==> src/rtl/bmprgb_pkg.sv <==
// shared types and constants for the bmp byte stream to rgb565 decoder
`timescale 1ns / 1ps
package bmprgb_pkg;

  localparam int unsigned MaxDimension = 4096;
  localparam int unsigned MaxInfoHeader = 124;
  localparam int unsigned MinInfoHeader = 40;

  localparam logic [7:0] MAGIC_B = 8'h42;
  localparam logic [7:0] MAGIC_M = 8'h4D;

  typedef enum logic [1:0] {
    KIND_PIXEL = 2'd0,
    KIND_DONE  = 2'd1,
    KIND_ERROR = 2'd2
  } kind_t;

  typedef enum logic [2:0] {
    ERR_NONE      = 3'd0,
    ERR_MAGIC     = 3'd1,
    ERR_HDR_SIZE  = 3'd2,
    ERR_WIDTH     = 3'd3,
    ERR_HEIGHT    = 3'd4,
    ERR_FORMAT    = 3'd5,
    ERR_TRUNCATED = 3'd6
  } err_t;

  // result tdata, last field in the lowest bits
  typedef struct packed {
    logic [2:0]  pad;
    logic [12:0] image_height;
    logic [12:0] image_width;
    logic [11:0] row;
    logic [11:0] column;
    logic [15:0] color;
    err_t        error_code;
  } out_data_t;

  typedef struct packed {
    kind_t     kind;
    out_data_t data;
    logic      image_complete;
  } result_t;

endpackage

==> src/rtl/bmprgb_decode.sv <==
// bmp header parser and pixel walker, one stream byte per step
`timescale 1ns / 1ps
module bmprgb_decode
  import bmprgb_pkg::*;
(
  input  logic       clk,
  input  logic       rst_n,
  input  logic       step,
  input  logic [7:0] stream_byte,
  input  logic       end_of_stream,
  output logic       res_valid,
  output result_t    res
);

  typedef enum logic [2:0] {
    PH_HEADER = 3'd0,
    PH_SKIP   = 3'd1,
    PH_PIXEL  = 3'd2,
    PH_PAD    = 3'd3,
    PH_HALT   = 3'd4
  } phase_t;

  phase_t      phase_r, phase_nxt;
  logic [31:0] pos_r, pos_nxt;
  logic [23:0] shift_r, shift_nxt;
  logic [31:0] offset_r, offset_nxt;
  logic [6:0]  ihs_r, ihs_nxt;
  logic [12:0] width_r, width_nxt;
  logic [12:0] height_r, height_nxt;
  logic        bottom_up_r, bottom_up_nxt;
  logic [15:0] bit_count_r, bit_count_nxt;
  logic        four_r, four_nxt;
  logic [11:0] col_r, col_nxt;
  logic [11:0] row_r, row_nxt;
  logic [1:0]  bip_r, bip_nxt;
  logic [1:0]  pad_r, pad_nxt;
  logic [4:0]  blue_r, blue_nxt;
  logic [5:0]  green_r, green_nxt;

  logic [31:0] acc;
  logic [31:0] mag;
  logic [32:0] pos_inc;
  logic [12:0] col_inc;
  logic [12:0] row_inc;
  logic [1:0]  last_k;
  logic [1:0]  row_pad;
  logic [11:0] dst_row;
  err_t        err;
  logic        finished;
  logic        have_pixel;
  logic [15:0] px_color;

  // little-endian field shifter, only the upper three bytes carry over
  assign acc     = {stream_byte, shift_r};
  assign mag     = acc[31] ? (32'd0 - acc) : acc;
  assign pos_inc = {1'b0, pos_r} + 33'd1;
  assign col_inc = {1'b0, col_r} + 13'd1;
  assign row_inc = {1'b0, row_r} + 13'd1;
  assign last_k  = four_r ? 2'd3 : 2'd2;
  // stride padding: only 24-bit rows can end off a four-byte boundary
  assign row_pad = four_r ? 2'd0 : (2'd0 - (width_r[1:0] * 2'd3));
  assign dst_row = bottom_up_r ? 12'(height_r - 13'd1 - {1'b0, row_r}) : row_r;
  assign px_color = {stream_byte[7:3], green_r, blue_r};

  always_comb begin
    phase_nxt     = phase_r;
    pos_nxt       = pos_r;
    shift_nxt     = shift_r;
    offset_nxt    = offset_r;
    ihs_nxt       = ihs_r;
    width_nxt     = width_r;
    height_nxt    = height_r;
    bottom_up_nxt = bottom_up_r;
    bit_count_nxt = bit_count_r;
    four_nxt      = four_r;
    col_nxt       = col_r;
    row_nxt       = row_r;
    bip_nxt       = bip_r;
    pad_nxt       = pad_r;
    blue_nxt      = blue_r;
    green_nxt     = green_r;
    err           = ERR_NONE;
    finished      = 1'b0;
    have_pixel    = 1'b0;

    case (phase_r)
      PH_HEADER: begin
        shift_nxt = acc[31:8];
        pos_nxt   = pos_inc[31:0];
        if ((pos_r == 32'd0 && stream_byte != MAGIC_B) ||
            (pos_r == 32'd1 && stream_byte != MAGIC_M)) begin
          err = ERR_MAGIC;
        end
        if (pos_r == 32'd13) offset_nxt = acc;
        if (pos_r == 32'd17) begin
          if (acc < 32'(MinInfoHeader) || acc > 32'(MaxInfoHeader)) err = ERR_HDR_SIZE;
          else ihs_nxt = acc[6:0];
        end
        if (pos_r == 32'd21) begin
          if (acc[31] || acc == 32'd0 || acc > 32'(MaxDimension)) err = ERR_WIDTH;
          else width_nxt = acc[12:0];
        end
        if (pos_r == 32'd25) begin
          bottom_up_nxt = ~acc[31];
          if (mag == 32'd0 || mag > 32'(MaxDimension)) err = ERR_HEIGHT;
          else height_nxt = mag[12:0];
        end
        if (pos_r == 32'd29) bit_count_nxt = acc[31:16];
        if (pos_r == 32'd33) begin
          if (bit_count_r == 16'd24 && acc == 32'd0) four_nxt = 1'b0;
          else if (bit_count_r == 16'd32 && (acc == 32'd0 || acc == 32'd3)) four_nxt = 1'b1;
          else err = ERR_FORMAT;
        end
        // last byte of the info header
        if (err == ERR_NONE && pos_r >= 32'd17 && pos_r == 32'd13 + {25'd0, ihs_r}) begin
          if ({1'b0, offset_r} > pos_inc) begin
            phase_nxt = PH_SKIP;
          end else begin
            phase_nxt = PH_PIXEL;
            col_nxt   = '0;
            row_nxt   = '0;
            bip_nxt   = '0;
            pad_nxt   = '0;
          end
        end
      end
      PH_SKIP: begin
        pos_nxt = pos_inc[31:0];
        if (pos_inc >= {1'b0, offset_r}) begin
          phase_nxt = PH_PIXEL;
          col_nxt   = '0;
          row_nxt   = '0;
          bip_nxt   = '0;
          pad_nxt   = '0;
        end
      end
      PH_PIXEL: begin
        if (bip_r == 2'd0) blue_nxt = stream_byte[7:3];
        if (bip_r == 2'd1) green_nxt = stream_byte[7:2];
        if (bip_r == 2'd2) have_pixel = 1'b1;
        if (bip_r >= last_k) begin
          bip_nxt = 2'd0;
          col_nxt = col_inc[11:0];
          if (col_inc >= width_r) begin
            col_nxt = '0;
            if (row_pad != 2'd0) begin
              phase_nxt = PH_PAD;
              pad_nxt   = row_pad;
            end else begin
              row_nxt = row_inc[11:0];
              if (row_inc >= height_r) begin
                phase_nxt = PH_HALT;
                finished  = 1'b1;
              end
            end
          end
        end else begin
          bip_nxt = bip_r + 2'd1;
        end
      end
      PH_PAD: begin
        pad_nxt = pad_r - 2'd1;
        if (pad_nxt == 2'd0) begin
          row_nxt   = row_inc[11:0];
          phase_nxt = PH_PIXEL;
          if (row_inc >= height_r) begin
            phase_nxt = PH_HALT;
            finished  = 1'b1;
          end
        end
      end
      default: begin
      end
    endcase

    // early end of file takes the place of whatever this byte would give
    if (err == ERR_NONE && end_of_stream && phase_r != PH_HALT && !finished) begin
      err = ERR_TRUNCATED;
    end
    if (err != ERR_NONE) phase_nxt = PH_HALT;
  end

  always_comb begin
    res       = '0;
    res_valid = 1'b0;
    if (err != ERR_NONE) begin
      res_valid           = 1'b1;
      res.kind            = KIND_ERROR;
      res.data.error_code = err;
    end else if (have_pixel) begin
      res_valid       = 1'b1;
      res.kind        = KIND_PIXEL;
      res.data.color  = px_color;
      res.data.column = col_r;
      res.data.row    = dst_row;
      if (finished) begin
        res.data.image_width  = width_r;
        res.data.image_height = height_r;
        res.image_complete    = 1'b1;
      end
    end else if (finished) begin
      res_valid             = 1'b1;
      res.kind              = KIND_DONE;
      res.data.image_width  = width_r;
      res.data.image_height = height_r;
    end
  end

  always_ff @(posedge clk) begin
    if (!rst_n || (step && end_of_stream)) begin
      phase_r     <= PH_HEADER;
      pos_r       <= '0;
      shift_r     <= '0;
      offset_r    <= '0;
      ihs_r       <= '0;
      width_r     <= '0;
      height_r    <= '0;
      bottom_up_r <= 1'b0;
      bit_count_r <= '0;
      four_r      <= 1'b0;
      col_r       <= '0;
      row_r       <= '0;
      bip_r       <= '0;
      pad_r       <= '0;
    end else if (step) begin
      phase_r     <= phase_nxt;
      pos_r       <= pos_nxt;
      shift_r     <= shift_nxt;
      offset_r    <= offset_nxt;
      ihs_r       <= ihs_nxt;
      width_r     <= width_nxt;
      height_r    <= height_nxt;
      bottom_up_r <= bottom_up_nxt;
      bit_count_r <= bit_count_nxt;
      four_r      <= four_nxt;
      col_r       <= col_nxt;
      row_r       <= row_nxt;
      bip_r       <= bip_nxt;
      pad_r       <= pad_nxt;
    end
  end

  always_ff @(posedge clk) begin
    if (step) begin
      blue_r  <= blue_nxt;
      green_r <= green_nxt;
    end
  end

endmodule

==> src/rtl/bmp_stream_to_rgb565.sv <==
// top level: bmp byte stream in, rgb565 pixel / done / error results out
`timescale 1ns / 1ps
// Takes a 24- or 32-bit uncompressed BMP file one byte per transfer and gives
// one result per pixel (rgb565 color, column, destination row), a done result
// after the last pixel or padding byte (unless that last pixel result flags
// image complete), or an error result. A byte passes an input register and the
// header/pixel logic, and its result lands in an output register; one byte is
// taken every cycle as long as the output side keeps up. A transfer with
// in_tlast ends the file and returns the decoder to its start state. After
// done or error, bytes up to in_tlast give no result. No clearing pass after
// reset.
module bmp_stream_to_rgb565
  import bmprgb_pkg::*;
(
  input  logic        clk,
  input  logic        rst_n,
  input  logic        in_tvalid,
  output logic        in_tready,
  input  logic [7:0]  in_tdata,   // stream_byte
  input  logic        in_tlast,   // end_of_stream
  output logic        out_tvalid,
  input  logic        out_tready,
  output logic [71:0] out_tdata,  // error_code, color, column, row, image_width,
                                  // image_height, zero fill
  output logic [1:0]  out_tuser,  // kind
  output logic        out_tlast   // image_complete
);

  logic       s1_valid_r;
  logic [7:0] s1_byte_r;
  logic       s1_last_r;
  logic       out_valid_r;
  result_t    out_res_r;
  logic       advance;
  logic       dec_valid;
  result_t    dec_res;

  assign advance   = s1_valid_r && (!out_valid_r || out_tready);
  assign in_tready = !s1_valid_r || advance;

  bmprgb_decode u_decode (
    .clk           (clk),
    .rst_n         (rst_n),
    .step          (advance),
    .stream_byte   (s1_byte_r),
    .end_of_stream (s1_last_r),
    .res_valid     (dec_valid),
    .res           (dec_res)
  );

  always_ff @(posedge clk) begin
    if (!rst_n) begin
      s1_valid_r  <= 1'b0;
      out_valid_r <= 1'b0;
    end else begin
      if (in_tvalid && in_tready) s1_valid_r <= 1'b1;
      else if (advance) s1_valid_r <= 1'b0;
      if (advance) out_valid_r <= dec_valid;
      else if (out_tready) out_valid_r <= 1'b0;
    end
  end

  always_ff @(posedge clk) begin
    if (in_tvalid && in_tready) begin
      s1_byte_r <= in_tdata;
      s1_last_r <= in_tlast;
    end
    if (advance && dec_valid) out_res_r <= dec_res;
  end

  assign out_tvalid = out_valid_r;
  assign out_tdata  = out_res_r.data;
  assign out_tuser  = out_res_r.kind;
  assign out_tlast  = out_res_r.image_complete;

endmodule

==> config.mk <==
export PLATFORM = sky130hd
export DESIGN_NAME = bmp_stream_to_rgb565
export DESIGN_NICKNAME = d
export VERILOG_FILES = /design/src/rtl/bmprgb_pkg.sv /design/src/rtl/bmprgb_decode.sv /design/src/rtl/bmp_stream_to_rgb565.sv
export SDC_FILE = /design/constraint.sdc
export NUM_CORES = 1
export LEC_CHECK = 0
export ABC_AREA = 1
export ABC_CLOCK_PERIOD_IN_PS = 5500
export BUFFER_PORTS_ARGS = -buffer_cell sky130_fd_sc_hd__buf_2
export CELL_PAD_IN_SITES_DETAIL_PLACEMENT = 2
export CELL_PAD_IN_SITES_GLOBAL_PLACEMENT = 2
export CORE_MARGIN = 2
export CORE_UTILIZATION = 36
export CTS_CLUSTER_DIAMETER = 150
export DETAILED_ROUTE_END_ITERATION = 16
export HOLD_SLACK_MARGIN = 0.15
export PLACE_DENSITY = 0.83
export SYNTH_ARGS = -nofsm -noshare
export SYNTH_HDL_FRONTEND = slang
export SYNTH_SLANG_ARGS = --single-unit
==> constraint.sdc <==
create_clock -name clk -period 5.5 [get_ports clk]
set_input_delay 0.825 -clock clk [delete_from_list [all_inputs] [get_ports clk]]
set_output_delay 0.825 -clock clk [all_outputs]
set_load 0.02 [all_outputs]
### After elaboration in Yosys (flattened, before gate mapping)

Index checks and enable logic that the tools add are counted.

* output and inout port bits: 77
* flip-flop bits (word level): 264
* logic and storage cells: 219
* latch bits: 0
* memories kept: 0
* input bits: 13
* RAM bits: 0
* memory bits (read-only): 0

* div/mod/pow operators: 0
* $lt $le $gt $ge: 10
* multipliers: 1
* add/sub/neg operators: 10
* reductions and logical operators: 62
* equal/unequal tests: 33
* muxes and demuxes: 68
* bitwise gates (word level): 6
* shift operators: 0

Operators by type and width (count)
* $eq 32x5->1 const B: 4
* $mux 12: 10
* $logic_not 32->1: 3
* $mux 3: 22
* $gt 32x13->1 const B: 2
* $pmux 12 s4: 1
* $pmux 12 s3: 1
* $add 32x1->33 const B: 1
* $ge 33x32->1: 1
* $gt 32x33->1: 1
* $eq 32x1->1 const B: 1
* $eq 32x2->1 const B: 1
* $eq 32x32->1: 1
* $eq 32x4->1 const B: 1
* $eq 32x6->1 const B: 1
* $ge 32x5->1 const B: 1
* $gt 32x7->1 const B: 1
* $lt 32x6->1 const B: 1
* $mux 32: 1
* $sub 1x32->32 const A: 1
* $add 12x1->13 const B: 2
* $ge 13x13->1: 2
* $mux 2: 10
* $mux 1: 19
* other kinds (42): 101

### Longest topological paths before layout

* depth after elaboration: 24
* depth in mapped cells: 31
* gate-level depth less buffers: 31

### Hierarchy

Synthesis repeated with hierarchy kept, for this count alone.

* cells, all modules: 1994
* area total of the unflattened synthesis: 15277.2 um^2

Modules (own cells, without submodules)
* bmprgb_decode: times used 1, sequential area each 3733.6 um^2, cells an instance 1893, area an instance 12647.1 um^2
* bmp_stream_to_rgb565: times used 1, sequential area each 2562.5 um^2, cells an instance 101, area an instance 2630.0 um^2

### Worst setup path before layout

No wires, ideal clock.

* path type: register -> register
* start: register u_decode.col_r[2]
* end: register out_res_r, in the netlist out_tdata[0] (enable)
* required time: 5074 ps
* slack: 986 ps
* buffers on the path: 0
* clock period less this slack: 4514 ps
* data arrival time: 4088 ps
* setup time: 426 ps
* stages on the path, launching flop included: 21
* path through: dfxtp_1 > inv_1 > nor3_1 > nand4_1 > nor2_1 > nand3_1 > nor3_1 > xor2_1 > inv_1 > ha_1 > nand2_1 > o21ai_0 > a21oi_1 > nand3_1 > nand4_1 > nand2_1 > inv_1 > nand2_1 > nand4_4 > o21ai_0 > inv_1

* word-level cells in the longest chain between the ends: 11
* elaborated cells between the ends (all ways): 13
* classes of those cells: 1 x add/sub; 1 x order compare; 7 x mux; 4 x reduce/logical

Ends and longest elaborated chain
* start, declared: line bmprgb_decode.sv:33 `logic [11:0] col_r, col_nxt;`
* start signal, assigned: line bmprgb_decode.sv:236 `col_r <= col_nxt;`
* $add 12x1->13 *: line bmprgb_decode.sv:57 `assign col_inc = {1'b0, col_r} + 13'd1;`
* $ge 13x13->1 *: line bmprgb_decode.sv:144 `if (col_inc >= width_r) begin`
* $mux 1 *: line bmprgb_decode.sv:144
* $mux 1 *: line bmprgb_decode.sv:141 `if (bip_r >= last_k) begin`
* $pmux 1 s2 *: line bmprgb_decode.sv:86 `case (phase_r)`
* $logic_not 1->1: line bmprgb_decode.sv:177 `if (err == ERR_NONE && end_of_stream && phase_r != PH_HALT && !finished) begin`
* $logic_and 1x1->1: line bmprgb_decode.sv:177
* $mux 3: line bmprgb_decode.sv:177
* $reduce_bool 3->1: line bmprgb_decode.sv:186 `if (err != ERR_NONE) begin`
* $mux 1 *: line bmprgb_decode.sv:186
* $logic_and 1x1->1 *: line bmp_stream_to_rgb565.sv:68 `if (advance && dec_valid) out_res_r <= dec_res;`
* end signal, assigned: line bmp_stream_to_rgb565.sv:68
* end, declared: line bmp_stream_to_rgb565.sv:33 `result_t out_res_r;`

Every way passes the cells marked *; elsewhere a longest branch is shown, timed or not.
A chain may end at the register's enable or synchronous reset.

### Worst setup path in the final report

* start: register u_decode.pos_r[0]
* end: register u_decode.row_r[2]

* word-level cells in the longest chain between the ends: 20
* elaborated cells between the ends (all ways): 33
* classes of those cells: 1 x add/sub; 3 x order compare; 9 x eq/ne; 12 x mux; 8 x reduce/logical

Ends and longest elaborated chain
* start, declared: line bmprgb_decode.sv:24 `logic [31:0] pos_r, pos_nxt;`
* start signal, assigned: line bmprgb_decode.sv:227 `pos_r <= pos_nxt;`
* $eq 32x1->1 / $logic_not 32->1 (equally long branches): line bmprgb_decode.sv:91, bmprgb_decode.sv:90
* $logic_and 1x1->1 (on tied branches): line bmprgb_decode.sv:91, bmprgb_decode.sv:90
* $logic_or 1x1->1: line bmprgb_decode.sv:90 `if ((pos_r == 32'd0 && stream_byte != MAGIC_B) ||`
* $mux 1: line bmprgb_decode.sv:90
* $mux 3: line bmprgb_decode.sv:86
* $mux 3: line bmprgb_decode.sv:96 `if (acc < 32'(MinInfoHeader) || acc > 32'(MaxInfoHeader)) err = ERR_HDR_SIZE;`
* $mux 3: line bmprgb_decode.sv:95 `if (pos_r == 32'd17) begin`
* $mux 3: line bmprgb_decode.sv:100 `if (acc[31] || acc == 32'd0 || acc > 32'(MaxDimension)) err = ERR_WIDTH;`
* (+3 left out)
* $mux 3: line bmprgb_decode.sv:111 `else if (bit_count_r == 16'd32 && (acc == 32'd0 || acc == 32'd3)) four_nxt = 1'b1;`
* $mux 3: line bmprgb_decode.sv:110 `if (bit_count_r == 16'd24 && acc == 32'd0) four_nxt = 1'b0;`
* $mux 3: line bmprgb_decode.sv:109 `if (pos_r == 32'd33) begin`
* $mux 3: line bmprgb_decode.sv:86
* $logic_not 3->1: line bmprgb_decode.sv:115 `if (err == ERR_NONE && pos_r >= 32'd17 && pos_r == 32'd13 + {25'd0, ihs_r}) begin`
* $logic_and 1x1->1 (2 in series): line bmprgb_decode.sv:115
* $ne 2x1->1 (no source line)
* $reduce_and 9->1 (no source line) *
* end signal, assigned: line bmprgb_decode.sv:237 `row_r <= row_nxt;`
* end, declared: line bmprgb_decode.sv:34 `logic [11:0] row_r, row_nxt;`

Every way passes the cells marked *; elsewhere a longest branch is shown, timed or not. The select of a mux whose other input is x is not followed.

==> results <==
- The flow ran to the end, and the final reports show no timing, DRC or antenna violations.
- Headroom to the max-slew limit came out at 23.53%.
- The die width is 207.3 um.
- The switching part of the total is 30.92%.
- In this run the cell area of the synthesized design comes to 0.01487 mm2.
- The slowest cell on the critical path is sky130_fd_sc_hd__dfxtp_1.
- At the end of routability-driven placement, the weighted congestion stood at 0.8493.
- The layout cell share with drive strength beyond 1 is 10.29%.
- The total global routing overflow is 0.
- The critical path data required time is 5980 ps.
- For the final routed database, the setup TNS stands at 0 ps.
- The per-cell routed wire length is 22.70 um.
- The maximum ir drop on the vdd rail is 244.9 uV.
- The placeable core region is 0.04083 mm2.
- The first global-routing pass estimated 89620 um of wire.
- The async set or reset register ratio after synthesis is 0%.
- For this design the ratio of total power to cell area is 304.3 mW/mm2.
- The placed wire-length estimate after detailed placement is 41740 um.
- The number of filler cells placed in the layout is 4728.
- STA classifies the critical path startpoint as a register.
- The number of antenna cells inserted is 0.
- The count of endpoints failing hold in the final timing report was 0.
- In this run the number of H-tree levels came out at 1.
- Using the TritonRoute via totals, the vias-per-cell ratio works out to 5.477.
- The number of vias in the routed layout is 14090.
- Excluding fillers, the count of instances in the completed layout stands at 2572.
- The leakage power summed over all cells is 0.007214 uW.
- Power comes to 5153 uW.
- The number of max-cap violations is 0.
- The antenna violation net count after detailed routing is 0.
- The clock transition at the registers of the reported paths is 70 ps.
- The most common cell in the netlist is sky130_fd_sc_hd__nand2_1.
- For this block, the initial DRC count from the detailed router was 778.
- The later pin in the worst-skew pair is clocked with a latency of 590 ps.
- Counting flops and latches in the post-synthesis netlist gives 264.
- The number of cell rows is 74.
- The tree is rooted in a sky130_fd_sc_hd__clkbuf_16.
- The category of the worst setup path capture point is a register.
- The ratio of final minimum period to clock period is 94.09%.
- The final setup skew is 27.36 ps.
- The number of warnings reported in the yosys synthesis log is 0.
- Counting along the longest clock path gives a buffer depth of 3.
- In the synthesized netlist the dominant register cell turns out to be sky130_fd_sc_hd__dfxtp_1.
- In this run, synthesis inferred 92 flip-flops with an integrated enable.
- For this block, the routed nets add up to 58400 um of wire.
- The initial utilization of the core area, before any placement, comes to 36.43%.
- Sequential cells were found to cover 41.73% of the synthesized design area.
- The number of placed instances, taps included, is 2508.
- The portion of total power attributed to the clock network is 41.1%.
- The setup violation total in the final timing report is 0.
- Summed over all nets, the switching power comes to 1593 uW.
- In the post-route analysis, the smallest setup slack over all paths is 325.1 ps.
- The clock tree from TritonCTS is built.
- The pin count of the biggest net entering global routing is 69.
- The post-placement worst setup slack is 184.1 ps.
- The via count of the first global-routing pass came to 15550.
- The worst setup path category is reg2reg.
- Sorting the synthesized cells by area gives the leading types as sky130_fd_sc_hd__dfxtp_1 (23%), sky130_fd_sc_hd__edfxtp_1 (19%), sky130_fd_sc_hd__nand2_1 (8.1%).
- The library cell with the largest summed area after synthesis is sky130_fd_sc_hd__dfxtp_1.
- The first detailed-routing pass ran for 5 iterations.
- After synthesis, the most frequently instantiated cells are sky130_fd_sc_hd__nand2_1 (322), sky130_fd_sc_hd__nor2_1 (274), sky130_fd_sc_hd__inv_1 (245), sky130_fd_sc_hd__dfxtp_1 (172), sky130_fd_sc_hd__a21oi_1 (167).
- The peak per-stage delay on the critical path is 410 ps.
- The mean post-synth cell area is 7.643 um2.
- In this run the vertical extent of the chip is 207.3 um.
- The total number of nets in the final design is 2112.
- The data arrival time of the critical path is 5660 ps.
- Of all nets on the critical path, the largest fanout is 12.
- The count of mapped cells out of synthesis is 1946.
- Compared with the post-synthesis result, the final layout area differs by 13.86%.
- The number of library cell types mapped by synthesis is 54.
- For this run, the top clock speed supported by timing is 0.1932 GHz.
- The slew at the pin closest to its max-slew limit is 1143 ps.
- Setup repair after global routing could not meet its margin everywhere.
- Global routing used 26.16% of the available tracks across all layers.
- The count of input and output buffers is 86.
- The initial antenna violation count is 0.
- The worst min-delay path category is in2reg.
- The number of ports placed on the die boundary is 90.
- The die covers 0.04296 mm2.
- The cell-internal power is 3560 uW.
- The number of buffers created by CTS is 31.
- The combinational power share is 17.0%.
- In the routed design, unresolved DRC markers number 0.
- The part of the total power dissipated in sequential elements is 41.9%.
- The share of synthesized area in the top cell type comes to 23.15%.
- The number of max-slew violations in the final report is 0.
- The minimum period implied by the final worst setup slack is 5175 ps.
- The number of clock sinks seen by CTS is 264.
## what timing repair did
item | 4_1_cts | 5_1_grt
setup endpoints to repair | 0 | 120
resized for setup | 0 | 10
setup buffers | 0 | 5
hold buffers | 0 | 0
## per-stage QoR
stage / util, % / cell area [um2] / hold WS, ps
finish: 41.47 / 16930 / 425.5
CTS: 41.24 / 16840 / 398.7
detailed placement: 38.71 / 15810 / 487.4
global route: 41.47 / 16930 / 402.7
global placement: 38.71 / 15810 / 462.5
floorplan: - / 14880 / 439.3
## worst max-delay path: cells and delay by family, from the launching register on
family | cells | cell delay (ps)
fa+ha+maj | 2 | 560
flops | 1 | 410
xor+xnor | 1 | 110
buf+inv | 5 | 580
compound gates | 1 | 250
simple gates | 19 | 3150
## area by class of cell
| cell class | count | area (um2) | area share [%] |
|---|---|---|---|
| multi-input cells | 1365 | 7482 | 44.19 |
| flip-flops and latches | 264 | 6206 | 36.65 |
| inverters | 248 | 934.6 | 5.519 |
| clock buffers | 41 | 863.3 | 5.098 |
| well taps | 532 | 665.6 | 3.931 |
| repair buffers | 105 | 610.6 | 3.606 |
| clock inverters | 17 | 171.4 | 1.012 |
## state kept, by name, indices dropped and copies added, names as in the netlist, 5 cells and up
signal                flops
out_tdata                69
u_decode.ihs_r            7
u_decode.height_r        13
u_decode.bit_count_r     16
u_decode.green_r          6
u_decode.pos_r           32
u_decode.shift_r         24
u_decode.col_r           12
u_decode.width_r         13
u_decode.blue_r           5
u_decode.offset_r        32
u_decode.row_r           12
s1_byte_r                 8
## power groups by stage
stage	sequential (uW)	combinational [uW]	clock, uW
2_1_floorplan	2190	556	0
3_3_place_gp	2190	795	0
3_5_place_dp	2200	839	0
4_1_cts	2160	855	2160
5_1_grt	2170	971	2230
6_report	2160	876	2120
## cell families after synthesis
logic type	count (synthesis)	synth area share (%)
buf+inv	320	8.564
flops	264	41.73
fa+ha+maj	84	7.117
other cells	1	0.02521
compound gates	374	13.82
xor+xnor	56	3.298
simple gates	847	25.45
## final timing paths
path | slack (ps) | endpoint | startpoint | cells past startpoint
max | 330 | u_decode.row_r[2]$_SDFFE_PP0P_ | u_decode.pos_r[0]$_SDFFE_PP0P_ | 28
min | 430 | s1_byte_r[2]$_DFFE_PP_ | in_tdata[2] | 1
max reg2reg | 330 | u_decode.row_r[2]$_SDFFE_PP0P_ | u_decode.pos_r[0]$_SDFFE_PP0P_ | 28
min reg2reg | 500 | u_decode.ihs_r[5]$_SDFFE_PP0P_ | u_decode.ihs_r[5]$_SDFFE_PP0P_ | 2
## routing by layer
layer	vias to the layer above	part of all wire (%)	global-route usage, %
met2	244	50	46.45
met4	0	3.9	9.778
met1	7086	43	32.46
met5	-	0	0
met3	113	3.0	3.071
li1	6643	-	-
## cell usage in the layout (no fill, tap or decap), types with 4 or more instances in the layout
cell,n
sky130_fd_sc_hd__nand3_2,7
sky130_fd_sc_hd__dfxtp_1,172
sky130_fd_sc_hd__o21ai_0,131
sky130_fd_sc_hd__buf_4,16
sky130_fd_sc_hd__nor2_1,272
sky130_fd_sc_hd__nand4_1,45
sky130_fd_sc_hd__ha_1,83
sky130_fd_sc_hd__edfxtp_1,92
sky130_fd_sc_hd__clkbuf_8,5
sky130_fd_sc_hd__nand3_1,105
sky130_fd_sc_hd__nand2_1,321
sky130_fd_sc_hd__clkbuf_1,5
sky130_fd_sc_hd__a21oi_1,167
sky130_fd_sc_hd__clkinv_2,7
sky130_fd_sc_hd__or2_2,8
sky130_fd_sc_hd__xor2_1,48
sky130_fd_sc_hd__buf_2,86
sky130_fd_sc_hd__nand4_4,4
sky130_fd_sc_hd__xnor2_1,8
sky130_fd_sc_hd__nand3b_1,8
sky130_fd_sc_hd__nand2_4,5
sky130_fd_sc_hd__clkbuf_16,31
sky130_fd_sc_hd__o211ai_1,4
sky130_fd_sc_hd__o22ai_1,12
sky130_fd_sc_hd__nor2_4,5
sky130_fd_sc_hd__nor4_1,13
sky130_fd_sc_hd__nor2_2,9
sky130_fd_sc_hd__a211oi_1,38
sky130_fd_sc_hd__inv_1,243
sky130_fd_sc_hd__nor3_1,28
Note: power is estimated with default switching activity, not from simulation.
